## config.mk

```make
export PLATFORM = sky130hd
export DESIGN_NAME = baro_temp_compensation_unit
export DESIGN_NICKNAME = d
export VERILOG_FILES = /design/src/hdl/btc_pkg.sv /design/src/hdl/baro_temp_compensation_unit.sv /design/src/hdl/btc_div.sv /design/src/hdl/btc_mul.sv
export VERILOG_INCLUDE_DIRS = /design/src /design/src/hdl
export SDC_FILE = /design/constraint.sdc
export NUM_CORES = 2
export LEC_CHECK = 0
export ABC_AREA = 1
export BUFFER_PORTS_ARGS = -buffer_cell sky130_fd_sc_hd__buf_2
export CAP_MARGIN = 10
export CELL_PAD_IN_SITES_DETAIL_PLACEMENT = 0
export CELL_PAD_IN_SITES_GLOBAL_PLACEMENT = 2
export CORE_ASPECT_RATIO = 0.9
export CORE_MARGIN = 3
export CORE_UTILIZATION = 41
export CTS_BUF_LIST = sky130_fd_sc_hd__clkbuf_4
export CTS_CLUSTER_DIAMETER = 50
export CTS_CLUSTER_SIZE = 8
export DETAILED_ROUTE_END_ITERATION = 12
export PLACE_DENSITY_LB_ADDON = 0.1
export REMOVE_ABC_BUFFERS = 1
export SLEW_MARGIN = 20
export SYNTH_ARGS = -nofsm -noshare
export SYNTH_HDL_FRONTEND = slang
export SYNTH_SLANG_ARGS = --single-unit
export TNS_END_PERCENT = 20
```

## constraint.sdc

```tcl
create_clock -name clk -period 16.4 [get_ports clk]
set_input_delay 1.64 -clock clk [delete_from_list [all_inputs] [get_ports clk]]
set_output_delay 1.64 -clock clk [all_outputs]
set_load 0.01 [all_outputs]
```

## src/hdl/baro_temp_compensation_unit_macros.svh

```systemverilog
// Assertion macros for the compensation block.
`ifndef BARO_TEMP_COMPENSATION_UNIT_MACROS_SVH
`define BARO_TEMP_COMPENSATION_UNIT_MACROS_SVH

`ifndef SYNTHESIS
`define BTC_ASSERT_IMP(lbl, clk, rst, ante, cons) \
  lbl: assert property (@(posedge clk) disable iff (rst) (ante) |-> (cons)) \
    else $error("btc assertion failed");
`define BTC_ASSERT_NXT(lbl, clk, rst, ante, cons) \
  lbl: assert property (@(posedge clk) disable iff (rst) (ante) |=> (cons)) \
    else $error("btc assertion failed");
`else
`define BTC_ASSERT_IMP(lbl, clk, rst, ante, cons)
`define BTC_ASSERT_NXT(lbl, clk, rst, ante, cons)
`endif

`endif

```

## src/hdl/btc_pkg.sv

```systemverilog
package btc_pkg;

  localparam int FRAC_IN = 24;
  localparam int Q_W = 57;
  localparam int B_W = 32;
  localparam int RAW_W = 24;
  localparam int DIV_W = 48;
  localparam int RESULT_FRAC_BITS_DEF = 8;

  localparam logic [RAW_W-1:0] EMPTY_WORD = 24'h800000;

  localparam logic [1:0] CMD_PRES = 2'd1;

  localparam logic [1:0] STAT_OK      = 2'd0;
  localparam logic [1:0] STAT_EMPTY   = 2'd1;
  localparam logic [1:0] STAT_NO_TEMP = 2'd2;

  localparam logic [2:0] CFG_TEMP_COEFS   = 3'd0;
  localparam logic [2:0] CFG_PRES_COEFS_A = 3'd1;
  localparam logic [2:0] CFG_PRES_COEFS_B = 3'd2;
  localparam logic [2:0] CFG_TEMP_SCALE   = 3'd3;
  localparam logic [2:0] CFG_PRES_SCALE   = 3'd4;

  typedef enum logic [2:0] {
    S_IDLE, S_DIV_WAIT, S_MUL_START, S_MUL_WAIT, S_SUM, S_FIN, S_OUT
  } state_t;

  typedef enum logic [2:0] {
    ST_T, ST_C30, ST_Q2, ST_Q3, ST_C21, ST_SP, ST_ST, ST_C01
  } mul_step_t;

  function automatic logic signed [Q_W-1:0] clamp_q(input logic signed [Q_W+1:0] v);
    logic signed [Q_W+1:0] lim;
    logic signed [Q_W+1:0] nlim;
    lim = (Q_W+2)'(1) <<< (Q_W-2);
    nlim = -lim;
    if (v > lim) return lim[Q_W-1:0];
    if (v < nlim) return nlim[Q_W-1:0];
    return v[Q_W-1:0];
  endfunction

endpackage

```

## src/hdl/baro_temp_compensation_unit.sv

```systemverilog
// A temperature word runs through a 48-step bit-serial divider and one product; a
// pressure word runs through the divider and seven products. All products share
// one 32-step serial multiplier. A FIFO empty word or pressure without temperature
// bypasses both and goes straight to the result.
// One word in flight; the next word can be accepted the cycle after the result is taken.
// Synchronous reset clears control, coefficients and kept temperature, and sets both scales to 524288.
`include "baro_temp_compensation_unit_macros.svh"

module baro_temp_compensation_unit #(
  parameter int RESULT_FRAC_BITS = btc_pkg::RESULT_FRAC_BITS_DEF
) (
  input  logic                clk,
  input  logic                rst,
  input  logic                in_valid,
  output logic                in_ready,
  input  logic [1:0]          cmd,
  input  logic [23:0]         raw_word,
  output logic                out_valid,
  input  logic                out_ready,
  output logic signed [31:0]  value,
  output logic                kind,
  output logic [1:0]          status,
  input  logic                cfg_we,
  input  logic [2:0]          cfg_index,
  input  logic [63:0]         cfg_data
);
  import btc_pkg::*;

  localparam int SH = FRAC_IN - RESULT_FRAC_BITS;
  localparam logic signed [Q_W:0] HALF = (Q_W+1)'(1) <<< (SH-1);
  localparam logic signed [Q_W:0] MAXV = (Q_W+1)'(32'h7FFFFFFF);
  localparam logic signed [Q_W:0] MINV = -MAXV - (Q_W+1)'(1);

  state_t     state, state_next;
  mul_step_t  step;

  logic [23:0] temp_coefs;
  logic [55:0] pres_coefs_a;
  logic [63:0] pres_coefs_b;
  logic [23:0] temp_scale;
  logic [23:0] pres_scale;

  logic              temp_seen;
  logic signed [31:0] t_scaled;
  logic signed [31:0] p_scaled;
  logic              is_pres;
  logic              is_neg;
  logic signed [Q_W-1:0] qreg, rreg, sreg, ureg, tot;

  // accept decode
  logic              accept, w_fifo, w_empty, w_pres, w_early;
  logic [RAW_W-1:0]  w_mag, w_scale, w_den;
  logic [DIV_W-1:0]  w_num;

  logic              div_start, div_done;
  logic [DIV_W-1:0]  div_quo;
  logic [31:0]       sat_mag;
  logic signed [31:0] scaled;

  logic              mul_start, mul_done;
  logic signed [Q_W-1:0] mul_a, mul_res;
  logic signed [B_W-1:0] mul_b;

  logic signed [Q_W-1:0] c0q, c1q, c00q, c10q, c01q, c11q, c20q, c21q, c30q;
  logic signed [Q_W:0]   rnd, xs;
  logic signed [31:0]    fin_val;

  assign accept  = in_valid && in_ready;
  assign w_fifo  = cmd[1];
  assign w_empty = w_fifo && (raw_word == EMPTY_WORD);
  assign w_pres  = w_fifo ? raw_word[0] : (cmd == CMD_PRES);
  assign w_early = w_empty || (w_pres && !temp_seen);
  assign w_mag   = raw_word[RAW_W-1] ? -raw_word : raw_word;
  assign w_scale = w_pres ? pres_scale : temp_scale;
  assign w_den   = (w_scale == '0) ? RAW_W'(1) : w_scale;
  assign w_num   = {w_mag, {FRAC_IN{1'b0}}} + DIV_W'(w_den >> 1);

  assign c0q  = Q_W'($signed({temp_coefs[23:12], 23'b0}));
  assign c1q  = Q_W'($signed({temp_coefs[11:0], 24'b0}));
  assign c00q = Q_W'($signed({pres_coefs_a[55:36], 24'b0}));
  assign c10q = Q_W'($signed({pres_coefs_a[35:16], 24'b0}));
  assign c01q = Q_W'($signed({pres_coefs_a[15:0], 24'b0}));
  assign c11q = Q_W'($signed({pres_coefs_b[63:48], 24'b0}));
  assign c20q = Q_W'($signed({pres_coefs_b[47:32], 24'b0}));
  assign c21q = Q_W'($signed({pres_coefs_b[31:16], 24'b0}));
  assign c30q = Q_W'($signed({pres_coefs_b[15:0], 24'b0}));

  btc_div u_div (
    .clk  (clk),
    .rst  (rst),
    .start(div_start),
    .num  (w_num),
    .den  (w_den),
    .done (div_done),
    .quo  (div_quo)
  );

  btc_mul u_mul (
    .clk  (clk),
    .rst  (rst),
    .start(mul_start),
    .a    (mul_a),
    .b    (mul_b),
    .done (mul_done),
    .prod (mul_res)
  );

  // quotient saturation and sign
  always_comb begin
    if (is_neg) begin
      sat_mag = (div_quo > DIV_W'(32'h80000000)) ? 32'h80000000 : div_quo[31:0];
      scaled  = -$signed(sat_mag);
    end else begin
      sat_mag = (div_quo > DIV_W'(32'h7FFFFFFF)) ? 32'h7FFFFFFF : div_quo[31:0];
      scaled  = $signed(sat_mag);
    end
  end

  always_comb begin
    unique case (step)
      ST_T:   begin mul_a = c1q;  mul_b = t_scaled; end
      ST_C30: begin mul_a = c30q; mul_b = p_scaled; end
      ST_Q2:  begin mul_a = qreg; mul_b = p_scaled; end
      ST_Q3:  begin mul_a = qreg; mul_b = p_scaled; end
      ST_C21: begin mul_a = c21q; mul_b = p_scaled; end
      ST_SP:  begin mul_a = sreg; mul_b = p_scaled; end
      ST_ST:  begin mul_a = sreg; mul_b = t_scaled; end
      ST_C01: begin mul_a = c01q; mul_b = t_scaled; end
      default: begin mul_a = c1q; mul_b = t_scaled; end
    endcase
  end

  assign rnd = (Q_W+1)'(tot) + HALF;
  assign xs  = rnd >>> SH;
  always_comb begin
    if (xs > MAXV) fin_val = 32'sh7FFFFFFF;
    else if (xs < MINV) fin_val = 32'sh80000000;
    else fin_val = xs[31:0];
  end

  always_comb begin
    state_next = state;
    in_ready   = 1'b0;
    out_valid  = 1'b0;
    div_start  = 1'b0;
    mul_start  = 1'b0;
    unique case (state)
      S_IDLE: begin
        in_ready = 1'b1;
        if (in_valid) begin
          if (w_early) begin
            state_next = S_OUT;
          end else begin
            div_start  = 1'b1;
            state_next = S_DIV_WAIT;
          end
        end
      end
      S_DIV_WAIT: begin
        if (div_done) state_next = S_MUL_START;
      end
      S_MUL_START: begin
        mul_start  = 1'b1;
        state_next = S_MUL_WAIT;
      end
      S_MUL_WAIT: begin
        if (mul_done) begin
          if (step == ST_T) state_next = S_FIN;
          else if (step == ST_C01) state_next = S_SUM;
          else state_next = S_MUL_START;
        end
      end
      S_SUM: state_next = S_FIN;
      S_FIN: state_next = S_OUT;
      S_OUT: begin
        out_valid = 1'b1;
        if (out_ready) state_next = S_IDLE;
      end
      default: state_next = S_IDLE;
    endcase
  end

  always_ff @(posedge clk) begin
    if (rst) state <= S_IDLE;
    else state <= state_next;
  end

  always_ff @(posedge clk) begin
    if (rst) begin
      temp_coefs   <= '0;
      pres_coefs_a <= '0;
      pres_coefs_b <= '0;
      temp_scale   <= 24'd524288;
      pres_scale   <= 24'd524288;
    end else if (cfg_we) begin
      unique case (cfg_index)
        CFG_TEMP_COEFS:   temp_coefs   <= cfg_data[23:0];
        CFG_PRES_COEFS_A: pres_coefs_a <= cfg_data[55:0];
        CFG_PRES_COEFS_B: pres_coefs_b <= cfg_data;
        CFG_TEMP_SCALE:   temp_scale   <= cfg_data[23:0];
        CFG_PRES_SCALE:   pres_scale   <= cfg_data[23:0];
        default: ;
      endcase
    end
  end

  always_ff @(posedge clk) begin
    if (rst) begin
      temp_seen <= 1'b0;
      t_scaled  <= '0;
    end else if (state == S_DIV_WAIT && div_done && !is_pres) begin
      temp_seen <= 1'b1;
      t_scaled  <= scaled;
    end
  end

  always_ff @(posedge clk) begin
    if (accept) begin
      is_pres <= w_pres && !w_empty;
      is_neg  <= raw_word[RAW_W-1];
      step    <= (w_pres && !w_empty) ? ST_C30 : ST_T;
      kind    <= w_pres && !w_empty;
      value   <= '0;
      if (w_empty) status <= STAT_EMPTY;
      else if (w_pres && !temp_seen) status <= STAT_NO_TEMP;
      else status <= STAT_OK;
    end
    if (state == S_DIV_WAIT && div_done && is_pres) p_scaled <= scaled;
    if (state == S_MUL_WAIT && mul_done) begin
      unique case (step)
        ST_T:   tot  <= clamp_q((Q_W+2)'(c0q) + (Q_W+2)'(mul_res));
        ST_C30: qreg <= clamp_q((Q_W+2)'(c20q) + (Q_W+2)'(mul_res));
        ST_Q2:  qreg <= clamp_q((Q_W+2)'(c10q) + (Q_W+2)'(mul_res));
        ST_Q3:  rreg <= mul_res;
        ST_C21: sreg <= clamp_q((Q_W+2)'(c11q) + (Q_W+2)'(mul_res));
        ST_SP:  sreg <= mul_res;
        ST_ST:  sreg <= mul_res;
        ST_C01: ureg <= mul_res;
        default: ;
      endcase
      if (step != ST_T && step != ST_C01) step <= mul_step_t'(step + 3'd1);
    end
    if (state == S_SUM) begin
      tot <= clamp_q((Q_W+2)'(c00q) + (Q_W+2)'(rreg) + (Q_W+2)'(ureg)
                     + (Q_W+2)'(sreg));
    end
    if (state == S_FIN) value <= fin_val;
  end

  `BTC_ASSERT_IMP(a_ready_excl, clk, rst, in_ready, !out_valid)
  `BTC_ASSERT_NXT(a_busy_after_accept, clk, rst, in_valid && in_ready, !in_ready)
  `BTC_ASSERT_IMP(a_flag_zero, clk, rst, out_valid && status != STAT_OK, value == 32'sd0)

endmodule

```

## src/hdl/btc_div.sv

```systemverilog
module btc_div (
  input  logic                        clk,
  input  logic                        rst,
  input  logic                        start,
  input  logic [btc_pkg::DIV_W-1:0]   num,
  input  logic [btc_pkg::RAW_W-1:0]   den,
  output logic                        done,
  output logic [btc_pkg::DIV_W-1:0]   quo
);
  import btc_pkg::*;

  logic                 busy;
  logic [5:0]           cnt;
  logic [RAW_W-1:0]     rem;
  logic [RAW_W-1:0]     dreg;
  logic [RAW_W:0]       rem_sh;
  logic [RAW_W:0]       diff;
  logic                 ge;

  assign rem_sh = {rem, quo[DIV_W-1]};
  assign diff   = rem_sh - {1'b0, dreg};
  assign ge     = rem_sh >= {1'b0, dreg};

  always_ff @(posedge clk) begin
    if (rst) begin
      busy <= 1'b0;
      done <= 1'b0;
    end else begin
      done <= 1'b0;
      if (start) begin
        busy <= 1'b1;
        cnt  <= 6'(DIV_W-1);
        rem  <= '0;
        dreg <= den;
        quo  <= num;
      end else if (busy) begin
        rem <= ge ? diff[RAW_W-1:0] : rem_sh[RAW_W-1:0];
        quo <= {quo[DIV_W-2:0], ge};
        cnt <= cnt - 6'd1;
        if (cnt == 6'd0) begin
          busy <= 1'b0;
          done <= 1'b1;
        end
      end
    end
  end

endmodule

```

## src/hdl/btc_mul.sv

```systemverilog
module btc_mul (
  input  logic                              clk,
  input  logic                              rst,
  input  logic                              start,
  input  logic signed [btc_pkg::Q_W-1:0]    a,
  input  logic signed [btc_pkg::B_W-1:0]    b,
  output logic                              done,
  output logic signed [btc_pkg::Q_W-1:0]    prod
);
  import btc_pkg::*;

  localparam int P_W = Q_W + B_W;
  localparam logic signed [P_W-1:0] LIM =
    {{(P_W-Q_W+1){1'b0}}, 1'b1, {(Q_W-2){1'b0}}};
  localparam logic signed [P_W-1:0] NLIM = -LIM;

  logic                     busy;
  logic [4:0]               cnt;
  logic signed [Q_W-1:0]    areg;
  logic [B_W-1:0]           breg;
  logic signed [P_W-1:0]    acc;
  logic signed [P_W-1:0]    a_ext;
  logic signed [P_W-1:0]    term;
  logic signed [P_W-1:0]    sh;

  assign a_ext = P_W'(areg);

  always_comb begin
    if (!breg[cnt]) term = '0;
    else if (cnt == 5'(B_W-1)) term = -a_ext;
    else term = a_ext;
  end

  // floor of the Q.24 product, then limit to +-2^55
  assign sh = acc >>> FRAC_IN;
  always_comb begin
    if (sh > LIM) prod = LIM[Q_W-1:0];
    else if (sh < NLIM) prod = NLIM[Q_W-1:0];
    else prod = sh[Q_W-1:0];
  end

  always_ff @(posedge clk) begin
    if (rst) begin
      busy <= 1'b0;
      done <= 1'b0;
    end else begin
      done <= 1'b0;
      if (start) begin
        busy <= 1'b1;
        cnt  <= 5'(B_W-1);
        areg <= a;
        breg <= b;
        acc  <= '0;
      end else if (busy) begin
        acc <= (acc <<< 1) + term;
        cnt <= cnt - 5'd1;
        if (cnt == 5'd0) begin
          busy <= 1'b0;
          done <= 1'b1;
        end
      end
    end
  end

endmodule
```

==> results.cfg <==
[setup_path]
required_ns = 17.40
worstSetupEndpointType = flip-flop
rr_worst_depth = 26
crit_type = reg -> reg
worst_ep_arrival_time_ns = 7.85
cp_max_fo = 53
critPathLaunchType = flip-flop

[die]
core-area_um2 = 158500
dieHeight_um = 386.4
boundaryPins = 135
rows = 138
dieArea_um2 = 165600
die_w_um = 428.6
start_util_pct = 41.58

[drt]
drt_iter0_drc = 7175
dr.pass1.iters = 7
remaining_drc_errors = 0
totalWireLength_mm = 279.1
final_antenna_net_count = 0
num_vias = 64730
vias_per_cell = 5.541
wl_per_cell_um = 23.89

[flow_run]
cap_violations = 0

[final_layout]
nNetsFinal = 10010
fin_util_pct = 44.74
area_delta_synth_final_pct = 7.594
drive_above_1_share_pct = 6.871

[yosys]
yosys-top-cells-count = nand2_1 (2377), nor2_1 (1401), inv_1 (1245)
synth_edf_count = 623
yosysMostFrequentCell = nand2_1
netlist.area_leader.share_pct = 28.38
yosys_warnings = 0
syn_inst = 9354
ys.flop_type = edfxtp_1
synth_largest_area_cell = edfxtp_1
yosysUniqueCellTypes = 69
yosys-top-cells-area = edfxtp_1 (28%), nand2_1 (14%), nor2_1 (8.0%), dfxtp_1 (7.1%), inv_1 (7.1%)
ys_ff_latch = 858
synthesis.area_um2 = 65910
syn_area_per_cell_um2 = 7.046
async_flop_share_pct = 0
ys_seq_area_share_pct = 35.52

[timing]
min_period_ns = 6.851
fin_skew_ns = 0.09241
rsz0062_at_grt = no
setup_viol = 0
setup-tns-final_ns = 0
finalHoldViolations = 0
slew_violations = 0
fmax_mhz = 146.0
relSlewSlack_pct = 20.54
worst_pin_slew_ns = 1.179
timing.final.crit_share_pct = 41.78

[cts]
numClockSinks = 858
htreeDepth = 4
path_clk_slew_ns = 0.10
cts-resized-gates = 0
max-clock-path-buffers = 3
cts_root_buf = clkbuf_4
postCtsHoldBufs = 0
cts_tree = yes
cts_buffers = 146
cts_setup_buffers = 0
clk_latency_ns = 1.22

[pwr]
power_density_nw_per_um2 = 122.8
fin_total_pwr_uw = 8709
power_leakage_uw = 0.03260
ir_drop_uv = 86.14

[grt]
grt_pass1_vias = 59410
grt_usage_pct = 32.82
grt_pass1_wl_mm = 402.5
overflow = 0
grt_max_degree = 101
antenna_found_initial = 11

[place]
place_congestion = 0.9864
dp_hpwl_mm = 221.9
portBuffers = 134

[run_status]
status = complete, no violations

[worst_hold_path]
min_path_type = reg -> reg
holdPathStages = 2
[critical path, stage by stage, from the launching register on]
cell	delay, ns
edfxtp_1	0.79
nor2_1	0.29
inv_1	0.06
nor2_1	0.10
nand2_1	0.07
nor3_2	0.29
nor2_2	0.06
nand2_2	0.51
inv_1	0.08
buf_4	0.25
nor2_1	0.49
buf_4	0.32
ha_1	0.39
fa_1	0.39
nand3_1	0.13
nand3_2	0.15
nand2_1	0.06
nand2_1	0.18
xnor2_1	0.25
nand2_1	0.09
nor3_1	0.31
nand3_1	0.15
nor3_2	0.19
nand2_1	0.08
nand2_2	0.10
nand2_4	0.50
a21oi_2	0.32
[per-layer routing]
layer / up-vias / GRT usage [%] / part of all wire [%]
li1: 31030 / - / -
met1: 30680 / 47.86 / 47
met2: 2630 / 49.33 / 42
met3: 389 / 5.148 / 7.6
met4: 6 / 11.15 / 3.6
met5: - / 0 / 0.013
[sequential cells by signal (all words and copies together), names as in the netlist, 6 cells and up]
| name | cells |
|---|---|
| pres_coefs_b | 64 |
| value | 32 |
| sreg | 57 |
| u_mul.acc | 89 |
| temp_scale | 24 |
| qreg | 57 |
| u_div.dreg | 24 |
| ureg | 57 |
| u_div.quo | 48 |
| u_div.rem | 24 |
| tot | 42 |
| rreg | 57 |
| temp_coefs | 24 |
| pres_scale | 24 |
| u_mul.breg | 32 |
| pres_coefs_a | 56 |
| u_div.cnt | 6 |
| p_scaled | 32 |
| t_scaled | 32 |
| u_mul.areg | 57 |
[per-stage QoR]
step                hold slack (ns)  setup slack [ns]  instances  area, um2
detailed placement           0.4400             9.659      11420      68880
floorplan                    0.4266             4.809       9094      64690
CTS                          0.4540             9.660      11680      70870
global placement             0.4339             9.720      11420      68880
global route                 0.4746             9.215      11680      70910
finish                       0.4550             9.549      11680      70910
[area by class of cell]
class / count / area [um2]
Antenna cell: 6 / 15.01
Inverter: 1259 / 4730
Fill cell: 16730 / 87590
Timing Repair Buffer: 231 / 1419
Multi-Input combinational cell: 6977 / 36720
Tap cell: 2100 / 2628
Clock buffer: 198 / 1486
Sequential cell: 858 / 23420
Clock inverter: 53 / 499.2
[report_power, final]
part / total [uW] / switching [uW] / internal [uW]
Combinational: 4110 / 2990 / 1120
Clock: 1600 / 909 / 686
Sequential: 3000 / 247 / 2760
Total: 8710 / 4140 / 4570
[layout by cell type (no fill, tap or decap), types with 38 or more instances in the layout]
| cell | instances |
|---|---|
| a21oi_1 | 646 |
| a21oi_2 | 42 |
| a31oi_1 | 40 |
| buf_2 | 134 |
| buf_4 | 96 |
| clkbuf_4 | 198 |
| dfxtp_1 | 233 |
| edfxtp_1 | 623 |
| fa_1 | 98 |
| ha_1 | 338 |
| inv_1 | 1239 |
| nand2_1 | 2377 |
| nand3_1 | 430 |
| nand3b_1 | 72 |
| nand4_1 | 124 |
| nor2_1 | 1391 |
| nor3_1 | 120 |
| nor4_1 | 38 |
| o21a_1 | 42 |
| o21ai_0 | 685 |
| xnor2_1 | 98 |
| xor2_1 | 97 |
[logic make-up after synthesis]
| logic type | synth area share (%) |
|---|---|
| and+or+nand+nor | 29.19 |
| AOI/OAI and AO/OA | 14.19 |
| buffers and inverters | 9.027 |
| DFF | 35.52 |
| adders and majority gates | 9.393 |
| xor gates and xnor gates | 2.591 |
| muxes | 0.08542 |
[final timing paths]
kind	to	slack, ns	start
max	sreg[21]	9.55	u_mul.acc[88]
min	temp_scale[23]	0.45	temp_scale[23]
max reg2reg	sreg[21]	9.55	u_mul.acc[88]
min reg2reg	temp_scale[23]	0.45	temp_scale[23]
Note: power is estimated with default switching activity, not from simulation.
